## src/rtl/csu_pkg.sv

```systemverilog
// csu_pkg: shared types and constants of the counting semaphore unit
// command and status codes, controller states, control and status bundles
// no dependencies
package csu_pkg;

  localparam int CMD_W    = 2;
  localparam int IDX_W    = 6;
  localparam int PID_W    = 5;
  localparam int AIDX_W   = 5;
  localparam int STATUS_W = 3;
  localparam int CFG_W    = 16;

  localparam logic [CFG_W-1:0] INIT_COUNT_RESET = 16'd1;

  typedef enum logic [CMD_W-1:0] {
    CMD_INIT = 2'd0,
    CMD_WAIT = 2'd1,
    CMD_POST = 2'd2,
    CMD_NOP  = 2'd3
  } cmd_t;

  typedef enum logic [STATUS_W-1:0] {
    STS_DONE        = 3'd0,
    STS_BLOCKED     = 3'd1,
    STS_WOKEN       = 3'd2,
    STS_BAD_INDEX   = 3'd3,
    STS_UNINIT      = 3'd4,
    STS_POOL_EMPTY  = 3'd5,
    STS_QUEUE_FULL  = 3'd6
  } status_t;

  typedef enum logic [1:0] {
    S_IDLE,
    S_LOOK,
    S_WAKE,
    S_EMIT
  } state_t;

  // commands from the controller to the datapath
  typedef struct packed {
    logic capture;
    logic exec;
    logic wake_rd;
    logic wake_wr;
    logic load_out;
  } ctrl_cmd_t;

  // status from the datapath to the controller
  typedef struct packed {
    logic need_wake;
    logic out_free;
  } dp_stat_t;

endpackage

```

## src/rtl/csu_ctrl.sv

```systemverilog
// csu_ctrl: controller state machine of the counting semaphore unit
// sequences lookup, optional waiter read and result hand-off
// depends on csu_pkg
module csu_ctrl (
  input  logic                  clk,
  input  logic                  rst,
  input  logic                  in_valid,
  output logic                  in_ready,
  input  csu_pkg::dp_stat_t     stat,
  output csu_pkg::ctrl_cmd_t    ctl
);
  import csu_pkg::*;

  state_t state, state_next;

  always_ff @(posedge clk) begin
    if (rst) begin
      state <= S_IDLE;
    end else begin
      state <= state_next;
    end
  end

  always_comb begin
    state_next = state;
    unique case (state)
      S_IDLE: if (in_valid) state_next = S_LOOK;
      S_LOOK: state_next = stat.need_wake ? S_WAKE : S_EMIT;
      S_WAKE: state_next = S_EMIT;
      S_EMIT: if (stat.out_free) state_next = S_IDLE;
      default: state_next = S_IDLE;
    endcase
  end

  always_comb begin
    in_ready = 1'b0;
    ctl      = '0;
    unique case (state)
      S_IDLE: begin
        in_ready    = 1'b1;
        ctl.capture = in_valid;
      end
      S_LOOK: begin
        ctl.exec    = !stat.need_wake;
        ctl.wake_rd = stat.need_wake;
      end
      S_WAKE: begin
        ctl.wake_wr = 1'b1;
      end
      S_EMIT: begin
        ctl.load_out = stat.out_free;
      end
      default: begin
        in_ready = 1'b0;
      end
    endcase
  end

endmodule

```

## config.mk

```make
export PLATFORM = sky130hd
export DESIGN_NAME = csu_ctrl
export DESIGN_NICKNAME = d
export VERILOG_FILES = /design/src/rtl/csu_pkg.sv /design/src/rtl/csu_ctrl.sv
export SDC_FILE = /design/constraint.sdc
export NUM_CORES = 1
export LEC_CHECK = 0
export BUFFER_PORTS_ARGS = -buffer_cell sky130_fd_sc_hd__buf_2
export CAP_MARGIN = 30
export CORE_AREA = 2 2 39 41
export DETAILED_ROUTE_END_ITERATION = 7
export DIE_AREA = 0 0 41 43
export PLACE_DENSITY = 0.39
export REMOVE_ABC_BUFFERS = 1
export SLEW_MARGIN = 5
export SYNTH_ARGS = -nofsm -noshare
export SYNTH_HDL_FRONTEND = slang
export SYNTH_SLANG_ARGS = --single-unit
```

## constraint.sdc

```tcl
create_clock -name clk -period 1.9 [get_ports clk]
set_clock_uncertainty 0.05 [all_clocks]
set_input_delay 0.095 -clock clk [delete_from_list [all_inputs] [get_ports clk]]
set_output_delay 0.095 -clock clk [all_outputs]
set_load 0.01 [all_outputs]
```

# After elaboration in Yosys (flattened, before gate mapping)
# Index checks and enable logic that the tools add are counted.
# classes
eq_ne	5
mux	9
reduce_logical	3
# op_table
operator	n
$pmux W2 S4	1
$mux W2	3
$mux W1	5
$eq A2 B2 Y1 const B	2
$ne A2 B2 Y1 const B	2
$eq A2 B1 Y1 const B	1
$logic_not A2 Y1	1
$reduce_and A2 Y1	1
$logic_not A1 Y1	1
# word_totals
ff_bits	2

# Logic depth before layout (Yosys ltp)
# depth
depth_word	3
mapped_depth	5
depth_no_buf	5

# Worst setup path before layout
# Ideal clock, no wire load.
# synth_path
kind	flip-flop to flip-flop
from	reg state[0]
to	reg state[1]
setup_ps	70
arrival_time_ps	1323
setup_slack_ps	457
path_stages_with_launch	6
path_buffers	0
path_cell_list	dfxtp_1 inv_1 ha_1 and2b_4 or3b_1 a21oi_1
# synth_via
elab_chain_cells	3
# synth_rtl
element	line_no	rtl
from (decl)	csu_ctrl.sv:14	state_t state, state_next;
from (signal assigned)	csu_ctrl.sv:20	state <= state_next;
$eq A2 B2 Y1 or $logic_not A2 Y1 (tied branches)	csu_ctrl.sv:26	unique case (state)
$ne A2 B2 Y1 (no line)	--	
$reduce_and A2 Y1 (no line)	--	
# Parallel ways exist; a longest one is shown, timed or not.
# A chain may end at the register's enable or synchronous reset.

# Worst setup path in the final report
# layout_path
from	reg state[1]
to	reg state[1]
# Same word-level chain as after synthesis.

==> flow_summary.yaml <==
clocking:
  cts_tree: "done"
  postCtsSetupBuffers: 0
  cts_num_sinks: 2
  numCtsBuffers: 3
  clk_latency_ns: 0.22
  cts_root_buffer: "clkbuf_4"
  h-tree-depth: 1
  postCtsResizedCells: 0
  ctsHoldBuffers: 1
  cts.clk_slew.worst_paths_ns: 0.03
  clockBufferDepth: 2
timing:
  fin_crit_ns: 1.51
  clock.fmax_mhz: 664
  tightest_slew_ns: 0.272
  maxSlewViolCount: 0
  hold_viol_final: 0
  finalCritPeriodShare: 0.793
  tns_ns: 0
  max_slew_margin: 0.817
  rsz0062_at_grt: "false"
  setup_viol: 0
synthesis:
  ys_top_cells_by_area: "ha_1, dfxtp_1, and2_1, nor2b_1, and2b_4"
  synth_top_cell_area_share: 0.272
  ys_seq_area_frac: 0.218
  avgSynthCellArea_sq_um: 8.76
  synth_cell_types: 14
  ys_warn_count: 0
  ys_ff_latch: 2
  synthCells: 21
  synth_area_sq_um: 184
  synth_top_area_cell: "ha_1"
place:
  placed_area_sq_um: 254
  gp_congestion: 0.640
  post-place-cells: 47
  io_buffers: 10
power:
  power_leakage_nw: 0.146
  irDropWorstVdd_v: 0.000482
  power_density_nw_per_um2: 1500
  power.total_w: 0.000430
cells_and_area:
  postLayoutCellArea_sq_um: 287
  final_common_cell: "buf_2"
  antenna_cells: 0
  layout_common_cells: "buf_2, ha_1, clkbuf_4"
  final_nets: 46
  fin_cells: 51
  reg_top3: "state (2)"
  drive_above_1_share: 0.429
  largest_reg_flops: 2
  regMostFlops: "state"
  utilization: 0.207
  areaGrowthSynthToFinish_pct: 55.8
global_routing:
  antenna_found_initial: 0
  grt_busiest_layer: "met4"
  overflow: 0
  grt_use_met2: 0.0625
  grt_max_degree: 6
  grt_first_pass_wirelength_um: 621
  met3_usage: 0.0157
  track_usage: 0.0571
  gr-usage-met1: 0.0703
  grt_pass1_vias: 171
setup_path:
  r2r_cells: 5
  ff2ff_setup_slack_ns: 0.39
  critPathCaptureType: "flip-flop"
  cp_max_fo: 5
  cp-start-kind: "flip-flop"
  crit_arrival_ns: 1.61
  required_ns: 2.00
  critPathKind: "reg -> reg"
drt:
  wl_per_cell_um: 7.80
  vias: 175
  drc: 0
  ant_nets: 0
  wl_um: 398
  dr.pass1.iters: 1
  drtIter0Drc: 0
  routed_via_density: 3.43
run:
  drv_cap: 0
die:
  die_h_um: 43
  row_count: 14
  die_area_sq_um: 1760
  boundaryPins: 11
  start_util: 0.133
  core_area_sq_um: 1380
  die_w_um: 41
worst_hold_path:
  min_path_cells: 4
  hold_path_class: "in -> reg"
outcome:
  status: "finished, final reports clean"
path summary, 6_finish.rpt:
check | startpoint | end
worst max-delay path | state[1] | state[1]
worst min-delay path | stat[0] | state[1]
worst max register to register | state[1] | state[1]
worst min register to register | state[1] | state[1]
metrics by stage:
step,hold WS [ns],worst slack (ns)
after global placement,0.224,0.416
after floorplan,0.114,0.457
after CTS,0.221,0.386
after global routing,0.295,0.313
after detailed placement,0.233,0.398
final,0.232,0.393
per-layer routing:
metal	vias up	part of all wire
li1	98	-
met1	66	0.48
met2	11	0.36
met3	0	0.16
met4	0	0
met5	-	0
cells by family after synthesis:
kind of cell | count (synthesis) | share of synthesized area
simple gates | 10 | 0.374
fa+ha+maj | 4 | 0.272
compound gates | 3 | 0.0952
buf+inv | 2 | 0.0408
flops | 2 | 0.218
synth_stat cells:
master	instances
inv_1	2
and2_1	2
a21oi_1	1
and2_2	1
nor2_1	1
or3b_1	1
nor2b_1	2
nor4_1	1
ha_1	4
o21ai_0	1
o31ai_1	1
dfxtp_1	2
and2b_4	1
nor3b_1	1
power by group:
group	leakage, nW	switching (W)	internal, W
Sequential	0.0166	0.0000226	0.0000643
Combinational	0.116	0.000124	0.000126
Clock	0.0138	0.0000236	0.0000696
Total	0.146	0.000170	0.000260
worst max-delay path, cell delays in order (launching register included):
cell and delay [ns]:
dfxtp_1 0.39, inv_1 0.08, ha_1 0.23, and2b_4 0.18, or3b_1 0.37, a21oi_1 0.13
final cells by class:
type / count / area [sq um]
Sequential cell: 2 / 40.0
Clock buffer: 3 / 22.5
Multi-Input combinational cell: 17 / 136
Tap cell: 16 / 20.0
Timing Repair Buffer: 11 / 60.1
Inverter: 2 / 7.51
Fill cell: 159 / 1100
Note: power is estimated with default switching activity, not from simulation.
